===== config.mk =====
export PLATFORM = sky130hd
export DESIGN_NAME = pipt_front
export DESIGN_NICKNAME = d
export VERILOG_FILES = /design/src/rtl/point_in_polygon_tester_core_assert.svh /design/src/rtl/pipt_pkg.sv /design/src/rtl/pipt_front.sv
export SDC_FILE = /design/constraint.sdc
export NUM_CORES = 1
export LEC_CHECK = 0
export BUFFER_PORTS_ARGS = -buffer_cell sky130_fd_sc_hd__buf_2
export CAP_MARGIN = 15
export CORE_MARGIN = 3
export CORE_UTILIZATION = 54
export CTS_CLUSTER_SIZE = 40
export DETAILED_ROUTE_END_ITERATION = 7
export PLACE_DENSITY = 0.87
export SLEW_MARGIN = 20
export SYNTH_ARGS = -nofsm -noshare
export SYNTH_HDL_FRONTEND = slang
export SYNTH_SLANG_ARGS = --single-unit

===== constraint.sdc =====
create_clock -name clock -period 4.8 [get_ports clock]
set_input_delay 0 -clock clock [delete_from_list [all_inputs] [get_ports clock]]
set_output_delay 0 -clock clock [all_outputs]
set_load 0.02 [all_outputs]

===== src/rtl/point_in_polygon_tester_core_assert.svh =====
// ----------------------------------------------------------------------------
// Point-in-polygon tester assertion macros
// Clocked on clock, disabled while reset is high.
// ----------------------------------------------------------------------------
`ifndef POINT_IN_POLYGON_TESTER_CORE_ASSERT_SVH
`define POINT_IN_POLYGON_TESTER_CORE_ASSERT_SVH

// same-cycle implication
`define PIPT_ASSERT_IMPLY(lbl, ante, cons, msg) \
   lbl: assert property (@(posedge clock) disable iff (reset) (ante) |-> (cons)) \
      else $error(msg);

// next-cycle implication
`define PIPT_ASSERT_NEXT(lbl, ante, cons, msg) \
   lbl: assert property (@(posedge clock) disable iff (reset) (ante) |=> (cons)) \
      else $error(msg);

`endif


===== src/rtl/pipt_pkg.sv =====
// ----------------------------------------------------------------------------
// pipt_pkg
// Shared codes and types of the point-in-polygon tester.
// ----------------------------------------------------------------------------
`timescale 1ns / 1ps

package pipt_pkg;

   // item kinds on the request side
   localparam logic [1:0] KIND_POINT  = 2'd0;
   localparam logic [1:0] KIND_BOX    = 2'd1;
   localparam logic [1:0] KIND_VERTEX = 2'd2;

   // rings with fewer points are ignored
   localparam int unsigned MIN_RING_POINTS = 4;

   localparam int EDGE_DEPTH = 4;
   localparam int RSP_DEPTH  = 8;

   typedef enum logic [1:0] {
      LOC_OUTSIDE  = 2'd0,
      LOC_INSIDE   = 2'd1,
      LOC_BOUNDARY = 2'd2
   } loc_type;

   // work handed from the front to the back
   typedef enum logic [2:0] {
      OP_NONE  = 3'd0,   // no flag change
      OP_CLEAR = 3'd1,   // new query point
      OP_UP    = 3'd2,   // upward straddle: toggle on positive cross
      OP_DOWN  = 3'd3,   // downward straddle: toggle on negative cross
      OP_TOUCH = 3'd4,   // one end on the scan line: boundary on zero cross
      OP_BOUND = 3'd5    // horizontal edge through the point
   } op_type;

   typedef struct packed {
      op_type op;
      logic   last;
      logic   outside;
   } ctrl_type;

endpackage


===== src/rtl/pipt_front.sv =====
// ----------------------------------------------------------------------------
// pipt_front
// Takes request words, keeps query/ring state and classifies each edge.
// ----------------------------------------------------------------------------
`timescale 1ns / 1ps

module pipt_front import pipt_pkg::*; #(
   parameter int COORD_BITS = 32,
   parameter int COUNT_BITS = 24
) (
   input  logic                          clock,
   input  logic                          reset,
   input  logic                          accept,
   input  logic [1:0]                    kind,
   input  logic signed [COORD_BITS-1:0]  coord_x,
   input  logic signed [COORD_BITS-1:0]  coord_y,
   input  logic signed [COORD_BITS-1:0]  coord_x2,
   input  logic signed [COORD_BITS-1:0]  coord_y2,
   input  logic                          first_in_ring,
   input  logic [COUNT_BITS-1:0]         ring_points,
   input  logic                          last,
   output ctrl_type                      word_ctrl,
   output logic [COORD_BITS:0]           word_u1,
   output logic [COORD_BITS:0]           word_v1,
   output logic [COORD_BITS:0]           word_u2,
   output logic [COORD_BITS:0]           word_v2
);

   localparam int DW = COORD_BITS + 1;

   logic signed [COORD_BITS-1:0] qx_ff, qx_in, qy_ff, qy_in;
   logic [DW-1:0]                pdx_ff, pdx_in, pdy_ff, pdy_in;
   logic                         outside_ff, outside_in, skip_ff, skip_in;
   logic [DW-1:0]                dx, dy;
   logic                         box_hit;
   logic                         v1_neg, v1_zero, v1_pos, v2_neg, v2_zero, v2_pos;
   logic                         u1_neg, u1_pos, u2_neg, u2_pos;
   op_type                       edge_op;

   // vertex relative to the query point, exact in DW bits
   assign dx = {coord_x[COORD_BITS-1], coord_x} - {qx_ff[COORD_BITS-1], qx_ff};
   assign dy = {coord_y[COORD_BITS-1], coord_y} - {qy_ff[COORD_BITS-1], qy_ff};

   assign box_hit = (qx_ff >= coord_x) && (coord_x2 >= qx_ff) &&
                    (qy_ff >= coord_y) && (coord_y2 >= qy_ff);

   assign v1_neg  = pdy_ff[DW-1];
   assign v1_zero = (pdy_ff == '0);
   assign v1_pos  = !v1_neg && !v1_zero;
   assign v2_neg  = dy[DW-1];
   assign v2_zero = (dy == '0);
   assign v2_pos  = !v2_neg && !v2_zero;
   assign u1_neg  = pdx_ff[DW-1];
   assign u1_pos  = !u1_neg && (pdx_ff != '0);
   assign u2_neg  = dx[DW-1];
   assign u2_pos  = !u2_neg && (dx != '0);

   always_comb begin
      edge_op = OP_NONE;
      priority if ((v1_neg && v2_neg) || (v1_pos && v2_pos)) begin
         edge_op = OP_NONE;
      end else if (v2_pos && !v1_pos) begin
         edge_op = OP_UP;
      end else if (v1_pos && !v2_pos) begin
         edge_op = OP_DOWN;
      end else if ((v2_zero && v1_neg) || (v1_zero && v2_neg)) begin
         edge_op = OP_TOUCH;
      end else if (v1_zero && v2_zero) begin
         // horizontal edge on the scan line: on it if the ends bracket x
         if ((!u2_pos && !u1_neg) || (!u1_pos && !u2_neg)) begin
            edge_op = OP_BOUND;
         end
      end else begin
         edge_op = OP_NONE;
      end
   end

   always_comb begin
      qx_in      = qx_ff;
      qy_in      = qy_ff;
      pdx_in     = pdx_ff;
      pdy_in     = pdy_ff;
      outside_in = outside_ff;
      skip_in    = skip_ff;
      word_ctrl  = '{op: OP_NONE, last: last, outside: 1'b0};
      unique case (kind)
         KIND_POINT: begin
            qx_in          = coord_x;
            qy_in          = coord_y;
            outside_in     = 1'b0;
            skip_in        = 1'b0;
            word_ctrl.op   = OP_CLEAR;
         end
         KIND_BOX: begin
            if (!box_hit) begin
               outside_in = 1'b1;
            end
         end
         KIND_VERTEX: begin
            pdx_in = dx;
            pdy_in = dy;
            if (first_in_ring) begin
               skip_in = (ring_points < COUNT_BITS'(MIN_RING_POINTS));
            end else if (!skip_ff) begin
               word_ctrl.op = edge_op;
            end
         end
         default: begin
         end
      endcase
      word_ctrl.outside = outside_in;
      if (last) begin
         outside_in = 1'b0;
         skip_in    = 1'b0;
      end
   end

   assign word_u1 = pdx_ff;
   assign word_v1 = pdy_ff;
   assign word_u2 = dx;
   assign word_v2 = dy;

   always_ff @(posedge clock) begin
      if (reset) begin
         qx_ff      <= '0;
         qy_ff      <= '0;
         pdx_ff     <= '0;
         pdy_ff     <= '0;
         outside_ff <= 1'b0;
         skip_ff    <= 1'b0;
      end else if (accept) begin
         qx_ff      <= qx_in;
         qy_ff      <= qy_in;
         pdx_ff     <= pdx_in;
         pdy_ff     <= pdy_in;
         outside_ff <= outside_in;
         skip_ff    <= skip_in;
      end
   end

endmodule


==> results.cfg <==
[logic_synthesis]
yosysTopAreaCell = dfxtp_1
avgSynthCellArea_um2 = 7.20
ys_warn_count = 0
synth_top_family_by_area = compound AO/OA/AOI/OAI gates
synth_top_area_share_pct = 24.7
synth_adder_area_share_pct = 15.9
ys_seq_area_share_pct = 24.7
synth_area_leaders = dfxtp_1 25%, ha_1 16%, nand2_1 11%
synth-compound-area-share_pct = 24.7
synth_edf_count = 0
synthCells = 1485
yosys.area_share.simple_pct = 24.4
synthTopCellsByCount = 311 x nand2_1, 212 x a21oi_1, 133 x ha_1
synth_most_common_cell = nand2_1
synthesis.area_mm2 = 0.0107
synth_seq_cells = 132
ys.flop_type = dfxtp_1
synth_cell_types = 73
synth-xor-area-share_pct = 4.26
synthMuxAreaShare_pct = 0.199
synth_nets = 1779
synth-async-reset-ratio_pct = 0

[pwr]
p_leak_nw = 6.01
power_density_mw_per_mm2 = 283
irDropWorstVdd_mv = 0.263
finalPower_mw = 4.00

[routing]
drt_pass1_iterations = 6
drt_wl_total_mm = 41.1
avgViaCountPerCell = 6.14
route.detailed.drc = 0
vias = 12903
antenna_left = 0
drt-wirelength-per-cell_um = 19.6
drtIter0Drc = 1332

[sta]
relSlewSlack_pct = 34.9
slew_viol_final = 0
final.setup.worst_slack_ps = 79.3
clock.fmax_ghz = 0.212
rsz0062_at_grt = true
hold_ws_ps = 3.17
setup_violations = 0
fin_crit_sh_pct = 98.3
period_needed_ps = 4720
worst_slew_pin_slew_ps = 976
finalHoldViolations = 0
clock_skew_ps = 9.98

[min_path]
hp-class = primary input to flip-flop
hold_start = ring_points[7]
hold-path-endpoint = skip_ff
hold_depth = 6

[setup_path]
worst_setup_path_end_kind = primary output
r2r-end = outside_ff
cp_max_fo = 6
crit_required_ps = 4800
r2r_cells = 10
startpoint_type = flip-flop
arrival_ps = 4720
critical_path_class = flip-flop to primary output
r2r_slack_ps = 1450
timing.rr.start = qy_ff[31]

[grt]
grt_overflow_total = 0
grt_start_max_net_pins = 85
grt_use_total_pct = 36.0
grt_pass1_vias = 12230
grt_pass1_wl_mm = 63.8
antenna_found_initial = 0

[clock_network]
cts-root-buf = clkbuf_16
cts_num_sinks = 132
cts_buffer_depth = 2
cts_made_buffers = 17
cts_tree = built
clkTransAtPathRegs_ps = 60
clock_latency_ps = 440
htreeDepth = 4

[place]
port_buffers = 293
place_inst = 1980
placed_area_mm2 = 0.0123
gp_congestion = 0.973
pre_cts_slack_ps = 87.9
place_hpwl_mm = 29.8

[run_status]
outcome = finished, final reports clean

[die]
start_util_pct = 56.1
core_area_mm2 = 0.0191
dieWidth_um = 147
die_h_um = 147
die_area_mm2 = 0.0215
rows = 50
io_pins = 296

[cells_and_area]
nFillCells = 1442
antenna_cells = 0
nets = 2121
area_growth_pct = 31.9
stdcell_count = 2100
fin_area_mm2 = 0.0141
layout-drive-gt1-share_pct = 23.4

[run]
max_cap_violations = 0
## worst max-delay path, cell delays in order, from the launching register on
cell	delay [ps]
dfxtp_1	320
inv_1	70
ha_2	400
nand2_1	160
a2111oi_4	420
a211oi_4	100
o211ai_1	310
a21oi_2	130
xnor2_2	230
nor2_1	70
nor4b_2	170
buf_4	150
nor3b_4	140
buf_4	140
buf_4	120
buf_4	120
buf_4	120
buf_4	120
buf_4	120
buf_4	120
buf_4	120
buf_4	120
buf_4	120
nand3_1	90
a31oi_2	110
buf_4	180
## how the worst max path moves through the flow
stage | slack [ps] | end | startpoint
floorplan | 510 | word_ctrl[4] | qy_ff[0]
global placement | 270 | word_ctrl[4] | qy_ff[0]
detailed placement | 90 | word_ctrl[4] | qy_ff[0]
CTS | 30 | word_ctrl[4] | qy_ff[3]
global route | -100 | word_ctrl[4] | qy_ff[12]
finish | 80 | word_ctrl[4] | qy_ff[10]
## cells by family (layout without fill, tap and decap cells)
kind of cell | after synthesis | count (layout)
adder cells (fa/ha/maj) | 135 | 135
flip-flops | 132 | 132
multiplexers | 2 | 2
AO/OA/AOI/OAI | 429 | 429
XOR/XNOR | 52 | 52
AND/OR/NAND/NOR | 571 | 571
buffers and inverters | 164 | 519
## metrics by stage
step | utilization [%] | TNS, ps
after global placement | 64.5 | 0
final | 74.0 | 0
after global routing | 74.0 | -106
after detailed placement | 64.5 | 0
after floorplan | - | 0
after CTS | 72.5 | 0
## power by group
group	internal (mW)	total, mW	leakage (nW)	switching, mW
combinational	0.528	1.44	4.64	0.913
clock	0.832	1.38	0.290	0.547
sequential	1.14	1.17	1.07	0.0346
total	2.50	4.00	6.01	1.50
## flip-flops by register name, summed over array words and instances, names as in the netlist
signal	cells
qy_ff	32
outside_ff	1
word_u1	33
qx_ff	32
skip_ff	1
word_v1	33
## final cells by class
type	count	area (µm²)	area share, %
Timing Repair Buffer	391	2380	16.8
Clock buffer	20	447	3.17
Clock inverter	12	155	1.10
Inverter	96	360	2.55
Sequential cell	132	2650	18.7
Tap cell	260	325	2.31
Multi-Input combinational cell	1189	7800	55.3
## routing by layer
metal | part of all wire, % | vias to the layer above | track usage, %
li1 | - | 5932 | -
met1 | 39 | 5926 | 45.1
met2 | 46 | 864 | 60.5
met3 | 10 | 181 | 6.60
met4 | 5.2 | 0 | 16.0
met5 | 0 | - | 0
## placed cells by master (no fill, tap or decap), types with 35 or more instances in the layout
master           n
nand2_1        307
a21o_1          53
nor2_1          79
dlygate4sd3_1   68
buf_2          291
ha_1           115
o21ai_0         35
inv_1           96
a21oi_1        199
nand4_1         36
dfxtp_1        130
## timing repair
| item | 4_1_cts | 5_1_grt |
|---|---|---|
| gates resized for setup | 23 | 54 |
| setup buffers | 14 | 6 |
| pin swaps | 15 | 21 |
| hold endpoints to repair | 66 | 0 |
| endpoints found under the setup margin | 3 | 3 |
| hold buffers | 68 | 0 |
Note: power is estimated with default switching activity, not from simulation.
