===== src/rtl/point_in_polygon_tester_core_assert.svh =====
// ----------------------------------------------------------------------------
// Point-in-polygon tester assertion macros
// Clocked on clock, disabled while reset is high.
// ----------------------------------------------------------------------------
`ifndef POINT_IN_POLYGON_TESTER_CORE_ASSERT_SVH
`define POINT_IN_POLYGON_TESTER_CORE_ASSERT_SVH

// same-cycle implication
`define PIPT_ASSERT_IMPLY(lbl, ante, cons, msg) \
   lbl: assert property (@(posedge clock) disable iff (reset) (ante) |-> (cons)) \
      else $error(msg);

// next-cycle implication
`define PIPT_ASSERT_NEXT(lbl, ante, cons, msg) \
   lbl: assert property (@(posedge clock) disable iff (reset) (ante) |=> (cons)) \
      else $error(msg);

`endif


===== src/rtl/pipt_queue.sv =====
// ----------------------------------------------------------------------------
// pipt_queue
// Small register FIFO with fill count.
// ----------------------------------------------------------------------------
`timescale 1ns / 1ps

module pipt_queue #(
   parameter int WIDTH = 8,
   parameter int DEPTH = 4
) (
   input  logic                         clock,
   input  logic                         reset,
   input  logic                         push,
   input  logic [WIDTH-1:0]             wr_data,
   output logic                         full,
   input  logic                         pop,
   output logic [WIDTH-1:0]             rd_data,
   output logic                         empty,
   output logic [$clog2(DEPTH+1)-1:0]   count
);

   localparam int PW = (DEPTH > 1) ? $clog2(DEPTH) : 1;
   localparam int CW = $clog2(DEPTH+1);

   logic [WIDTH-1:0] mem_ff [DEPTH];
   logic [PW-1:0]    wr_ptr_ff, wr_ptr_in, rd_ptr_ff, rd_ptr_in;
   logic [CW-1:0]    count_ff, count_in;
   logic             do_push, do_pop;

   assign full    = (count_ff == CW'(DEPTH));
   assign empty   = (count_ff == '0);
   assign count   = count_ff;
   assign rd_data = mem_ff[rd_ptr_ff];
   assign do_push = push && !full;
   assign do_pop  = pop && !empty;

   always_comb begin
      wr_ptr_in = wr_ptr_ff;
      rd_ptr_in = rd_ptr_ff;
      count_in  = count_ff;
      if (do_push) begin
         wr_ptr_in = (wr_ptr_ff == PW'(DEPTH-1)) ? '0 : wr_ptr_ff + 1'b1;
      end
      if (do_pop) begin
         rd_ptr_in = (rd_ptr_ff == PW'(DEPTH-1)) ? '0 : rd_ptr_ff + 1'b1;
      end
      unique case ({do_push, do_pop})
         2'b10:   count_in = count_ff + 1'b1;
         2'b01:   count_in = count_ff - 1'b1;
         default: count_in = count_ff;
      endcase
   end

   always_ff @(posedge clock) begin
      if (reset) begin
         wr_ptr_ff <= '0;
         rd_ptr_ff <= '0;
         count_ff  <= '0;
      end else begin
         wr_ptr_ff <= wr_ptr_in;
         rd_ptr_ff <= rd_ptr_in;
         count_ff  <= count_in;
      end
   end

   always_ff @(posedge clock) begin
      if (do_push) begin
         mem_ff[wr_ptr_ff] <= wr_data;
      end
   end

endmodule


===== config.mk =====
export PLATFORM = sky130hd
export DESIGN_NAME = pipt_queue
export DESIGN_NICKNAME = d
export VERILOG_FILES = /design/src/rtl/point_in_polygon_tester_core_assert.svh /design/src/rtl/pipt_queue.sv
export SDC_FILE = /design/constraint.sdc
export NUM_CORES = 1
export LEC_CHECK = 0
export BUFFER_PORTS_ARGS = -buffer_cell sky130_fd_sc_hd__buf_2
export CORE_MARGIN = 2
export CORE_UTILIZATION = 50
export DETAILED_ROUTE_END_ITERATION = 6
export MAX_ROUTING_LAYER = met4
export PLACE_DENSITY = 0.71
export SYNTH_ARGS = -nofsm -noshare
export SYNTH_HDL_FRONTEND = slang
export SYNTH_SLANG_ARGS = --single-unit

===== constraint.sdc =====
create_clock -name clock -period 3.2 [get_ports clock]
set_input_delay 0.32 -clock clock [delete_from_list [all_inputs] [get_ports clock]]
set_output_delay 0.32 -clock clock [all_outputs]
set_load 0.01 [all_outputs]

==> run summary, run 1 <==
outcome = complete, no violations
ys async rst share = 0
die area = 3771 µm²
list of most frequent post-synthesis cells = edfxtp_1, dfxtp_1, inv_1, mux4_2, ha_1
routed length per instance = 14.71 µm
RSZ-0062 raised after global routing = no
Worst R2R End = count[2]
R2R Setup Slk = 0.65 ns
Hold Crit Class = input pin to register
PD cells = 744.5 nW/µm²
routed via count = 880
R2R cell count = 9
vias in the first global route = 888
Post-Route WL = 2.472 mm
P_leak = 0.7138 nW
CTS max path bufs = 2
port bufs = 24
Arrival @ worst endpoint = 2.84 ns
Layout Nets = 142
first-pass GRT wire length = 4.174 mm
DRC viols = 0
sequential share of the synthesized area = 0.6925
layout cells sized above 1 = 0.3629
First DRT Iteration DRCs = 46
Gate power share = 0.254
Cell Area, Placed = 1799 µm²
Yosys top cell area share = 0.5831
kind of critical path = register to register
CP Capture Type = register
yosys warns = 0
final instance area = 1883 µm²
Sw Pwr = 0.0004097 W
Synth area leaders = edfxtp_1, dfxtp_1, mux4_2
worst r2r src = count[2]
Num CTS Buffers = 5
Setup WS pre-CTS = 0.6746 ns
clock network latency to the later pin of the worst-skew pair = 0.35 ns
CP Launch Type = register
crit-path max FO = 9
P&R area growth vs syn = 14.28%
total gr overflow = 0
Starting Density = 0.5310
Final Hold Violating Endpoints = 0
Synthesized Nets = 115
Yosys top cell by area = edfxtp_1
n_diodes = 0
Hold Worst Slack = 0.1733 ns
CTS H-tree lvls = 2
Fin Setup TNS = 0 ns
post-route ant nets = 0
total power = 0.001402 W
Fmax achieved = 0.3919 GHz
Sw Share = 0.2923
max cap viols = 0
setup violators final = 0
final worst slack = 0.6481 ns
antenna violations before repair = 0
Row Count = 20
Hold Path Stages = 1
syn_area_per_cell = 17.16 µm²
hold_sp = wr_data[3]
Post-synth EDFFs = 32
Clock power frac = 0.238
chip height = 61.41 µm
clk root buf = clkbuf_4
Post-CTS Setup Inserts = 0
detailed placement HPWL = 1.689 mm
final worst-path cycle share = 0.7975
worst-case vdd ir drop = 544.2 µV
largest net degree at the start of global routing = 15
drt via density = 5.238
ys flop type = edfxtp_1
routability congestion estimate = 0.7390
CTS resizes = 0
Slew headroom = 0.6334
Worst Path Required = 3.48 ns
Synth Instances = 96
CTS clk-pin slew, worst paths = 0.13 ns
Core ar. = 3103 µm²
share of power burned in registers = 0.508
Post-Syn Area = 1648 µm²
cell with the most instances after synthesis = edfxtp_1
worst-case clock skew = 0.01313 ns
fin crit period = 2.552 ns
Synth cell types = 27
Slew Limit Fails = 0
CTS Hold Buffers Added = 0
Worst-Margin Slew = 0.5452 ns
hold endpoint = mem_ff[2][3]
DR pass1 iterations = 5
clk sinks = 41
CTS tree = yes
Die X = 61.41 µm
Seq cells post-synth = 41
internal power = 0.0009922 W
Tot GR Track Use = 0.1685
num ports = 25
[flip-flops by register name (all words and copies together) (netlist names), named ones only]
name       count
wr_ptr_ff      2
mem_ff        32
count          3
rd_ptr_ff      2
[area by class of cell]
class,count,area [µm²]
multi-input cells,43,452.9
flip-flops and latches,41,1141
inverters,8,30.03
clock inverters,3,46.29
fillers,258,1220
repair buffers,24,120.1
clock buffers,5,37.54
well taps,44,55.05
[metrics by stage]
step,cells,util
final,168,0.6069
after global routing,168,0.6069
after CTS,168,0.6069
after detailed placement,160,0.5798
after global placement,160,0.5798
after floorplan,96,-
[worst max path at each step]
stage | startpoint | end | slack (ns) | cells after the start
CTS | count[2] | count[2] | 0.64 | 9
detailed placement | count[2] | count[2] | 0.67 | 9
global placement | count[2] | count[2] | 0.77 | 9
floorplan | count[2] | count[2] | 0.77 | 10
finish | count[2] | count[2] | 0.65 | 9
global route | count[2] | count[2] | 0.51 | 9
[routing by layer]
layer	GRT usage	up-vias	part of all wire	routed length (µm)
li1	-	418	-	-
met1	0.2091	428	0.42	1044
met2	0.2538	26	0.51	1249
met3	0.03782	8	0.044	110
met4	0.1003	0	0.028	68
met5	-	-	0	0
[cells by family after synthesis]
| logic type | share of synthesized area |
|---|---|
| flops | 0.6925 |
| mux | 0.1154 |
| compound gates | 0.03189 |
| fa+ha+maj | 0.05771 |
| simple gates | 0.05922 |
| buf+inv | 0.03264 |
| xor+xnor | 0.01063 |
[worst max-delay path, stage by stage, from the launching register on]
cell	delay, ns
dfxtp_1	0.43
or3b_1	0.49
and2_4	0.21
inv_1	0.05
ha_1	0.17
inv_1	0.06
fa_1	0.37
xor2_1	0.16
or3_2	0.40
a21oi_1	0.14
[power groups by stage]
stage	clock network (W)	logic [W]	registers, W
3_5_place_dp	0	0.000359	0.000724
4_1_cts	0.000344	0.000363	0.000713
3_3_place_gp	0	0.000355	0.000719
5_1_grt	0.000365	0.000405	0.000725
2_1_floorplan	0	0.000274	0.000696
6_report	0.000334	0.000356	0.000712
[placed cells by master (no fill, tap or decap), types with 2 or more instances in the layout]
cell type | netlist | final
edfxtp_1 | 32 | 32
and3_2 | 2 | 2
buf_2 | 1 | 24
nor2_1 | 4 | 4
xor2_1 | 2 | 2
nand3_1 | 2 | 2
nor3_1 | 2 | 2
mux4_2 | 8 | 8
dfxtp_1 | 9 | 9
inv_1 | 8 | 8
ha_1 | 6 | 6
a21oi_1 | 4 | 4
clkbuf_4 | 0 | 5
and3_1 | 2 | 2
Power figures use the tool's default switching activity.
==> inputs of run 2 (changes only) <==
--- a/config.mk
+++ b/config.mk
@@ -5,6 +5,7 @@
 export SDC_FILE = /design/constraint.sdc
 export NUM_CORES = 1
 export LEC_CHECK = 0
+export ABC_AREA = 1
 export BUFFER_PORTS_ARGS = -buffer_cell sky130_fd_sc_hd__buf_2
 export CORE_MARGIN = 2
 export CORE_UTILIZATION = 50
==> constraint.sdc (replaced) <==
create_clock -name clock -period 2.6 [get_ports clock]
set_input_delay 0.26 -clock clock [delete_from_list [all_inputs] [get_ports clock]]
set_output_delay 0.26 -clock clock [all_outputs]
set_load 0.01 [all_outputs]
==> run summary, run 2 <==
outcome = complete, no violations
Post-Route WL = 2.965 mm (+20%)
Critical Path Sink = count[2]
Starting Density = 0.5147 (-0.01631)
fin util = 0.5850 (-0.02182)
Seq cells post-synth = 41 (unchanged)
Cell Area, Placed = 1867 µm² (+3.8%)
layout cells sized above 1 = 0.2303 (-0.1326)
Setup WS pre-CTS = 0.7545 ns (+0.07989 ns)
CP dominant cell by count = inv_1
sequential cell area = 1141 µm² (unchanged)
clk sinks = 41 (unchanged)
CP Launch Type = register
Arrival @ worst endpoint = 2.15 ns (-0.69 ns)
DR pass1 iterations = 4 (-1)
Num CTS Buffers = 5 (unchanged)
CTS H-tree lvls = 2 (unchanged)
CTS resizes = 0 (unchanged)
CTS tree = yes
antenna violations before repair = 0 (unchanged)
list of most frequent post-synthesis cells = edfxtp_1, nor2_1, inv_1, o21ai_0, nand2_1
fin crit period = 1.893 ns (-0.6588 ns)
CTS clk-pin slew, worst paths = 0.12 ns (about the same)
worst-case clock skew = 0.009049 ns (-0.004084 ns)
Post-Syn Area = 1704 µm² (+3.4%)
Critical Path Stages = 13 (+4)
Synth Instances = 147 (+53%)
total power = 0.001836 W (+31%)
largest net degree at the start of global routing = 17 (+2)
n_diodes = 0 (unchanged)
chip height = 62.38 µm (+1.6%)
P_leak = 0.7910 nW (+11%)
P&R area growth vs syn = 13.66%
clk root buf = clkbuf_4
PD cells = 947.8 nW/µm² (+27%)
total gr overflow = 0 (unchanged)
R2R Setup Slk = 0.71 ns (+0.06 ns)
Worst R2R End = count[2]
max cap viols = 0 (unchanged)
final worst-path cycle share = 0.7281 (-0.06934)
CP startpoint = count[1]
CTS Hold Buffers Added = 0 (unchanged)
final worst slack = 0.7069 ns (+0.05878 ns)
routed via count = 1137 (+29%)
Core ar. = 3311 µm² (+6.7%)
Worst Path Required = 2.86 ns (-0.62 ns)
worst r2r src = count[1]
Synth area leaders = edfxtp_1, dfxtp_1, nor2_1
first-pass GRT wire length = 4.795 mm (+15%)
Hold Path Stages = 1 (unchanged)
CP Capture Type = register
crit-path max cell delay = 0.39 ns (-0.10 ns)
CP max stage cell = dfxtp_1
Yosys top cell by area = edfxtp_1
DRC viols = 0 (unchanged)
Synthesized Nets = 166 (+44%)
Layout Nets = 196 (+38%)
vias in the first global route = 1093 (+23%)
ys async rst share = 0 (unchanged)
Final Hold Violating Endpoints = 0 (unchanged)
Post-CTS Setup Inserts = 0 (unchanged)
syn_area_per_cell = 11.59 µm² (-32%)
Fin Setup TNS = 0 ns (unchanged)
setup violators final = 0 (unchanged)
crit-path max FO = 5 (-4)
Largest register FFs = 32 (unchanged)
WP buf/inv = 4 (+2)
port bufs = 24 (unchanged)
Synth cell types = 20 (-26%)
routed length per instance = 13.24 µm (-10%)
Slew headroom = 0.4715 (-0.1619)
hold_sp = wr_data[1]
RSZ-0062 raised after global routing = no
fill count = 285 (+10%)
ys flop type = edfxtp_1
cell with the most instances after synthesis = edfxtp_1
cell family with most CP delay = simple AND/OR/NAND/NOR gates
num ports = 25 (unchanged)
Slew Limit Fails = 0 (unchanged)
R2R cell count = 13 (+4)
Biggest register = mem_ff
CTS max path bufs = 2 (unchanged)
kind of critical path = register to register
Post-synth EDFFs = 32 (unchanged)
Yosys top cell area share = 0.5639 (-0.01927)
detailed placement HPWL = 2.096 mm (+24%)
final instance area = 1937 µm² (+2.9%)
clock network latency to the later pin of the worst-skew pair = 0.35 ns (about the same)
drt via density = 5.076 (-3.1%)
commonest cells after routing, fill and taps aside = edfxtp_1, nor2_1, buf_2
Hold Crit Class = input pin to register
routability congestion estimate = 0.7991 (+8.1%)
First DRT Iteration DRCs = 57 (+24%)
commonest non-fill, non-tap cell in the layout = edfxtp_1
Fmax achieved = 0.5282 GHz (+35%)
footprint of the multi-input gates = 469.2 µm² (+3.6%)
Die X = 62.38 µm (+1.6%)
Tot GR Track Use = 0.1665 (-0.001982)
yosys warns = 0 (unchanged)
die area = 3891 µm² (+3.2%)
Worst-Margin Slew = 0.7898 ns (+0.2446 ns)
post-route ant nets = 0 (unchanged)
Row Count = 21 (+5.0%)
sequential share of the synthesized area = 0.6696 (-0.02288)
worst-case vdd ir drop = 545.6 µV (+0.25%)
critical-path cell list = nor2_1 -> nand2_1 -> inv_1 -> nor2_1 -> ha_1 -> inv_1 -> fa_1 -> inv_1 -> nand2_1 -> nand3_1 -> nand2_1 -> inv_1 -> nor2_1
==> run 2: cell count changes in the layout (fill, tap and decap cells not counted), sizes merged, moves of 8 or more <==
cell | previous run | this run
nand2 | 1 | 12
nor2 | 4 | 29
mux4 | 8 | 0
o22ai | 0 | 8
o21ai | 1 | 18
inv | 8 | 19
==> run 2: where the power goes <==
group	internal [W]	switching, W	leakage (nW)
sequential	0.000803	0.0000684	0.368
clock	0.000157	0.000200	0.0413
combinational	0.000229	0.000378	0.382
==> run 2: area by class of cell <==
type | instances | share of cell area
Sequential cell | 41 | 0.5891
Multi-Input combinational cell | 85 | 0.2422
Clock buffer | 7 | 0.03359
Tap cell | 46 | 0.02972
Inverter | 19 | 0.03682
Timing Repair Buffer | 25 | 0.06589
Clock inverter | 1 | 0.002584
==> run 2: cells by family (layout without fill, tap and decap cells) <==
family	count (synthesis)	in the layout	synth area share
buffers and inverters	21	52	0.05506
adders and majority gates	7	7	0.05580
and+or+nand+nor	47	47	0.1182
DFF	41	41	0.6696
AOI/OAI and AO/OA	31	31	0.1013
==> run 2: how the worst min path moves through the flow <==
| stage | to | slack (ns) |
|---|---|---|
| 3_5_place_dp | mem_ff[0][0] | 0.48 |
| 5_1_grt | mem_ff[3][5] | 0.09 |
| 4_1_cts | mem_ff[2][4] | 0.11 |
| 3_3_place_gp | mem_ff[0][0] | 0.47 |
| 2_1_floorplan | mem_ff[0][0] | 0.36 |
| 6_report | mem_ff[0][1] | 0.12 |
==> run 2: stage by stage <==
stage | cells | hold slack, ns
floorplan | 147 | 0.3589
global placement | 216 | 0.4697
detailed placement | 216 | 0.4823
CTS | 224 | 0.1132
global route | 224 | 0.09329
finish | 224 | 0.1185
==> run 2: metal layers <==
metal / vias up / wire [µm] / GRT usage
met5: - / 0 / -
met4: 0 / 51 / 0.05833
met3: 6 / 178 / 0.05405
met2: 27 / 1495 / 0.2799
met1: 540 / 1240 / 0.1885
li1: 564 / - / -
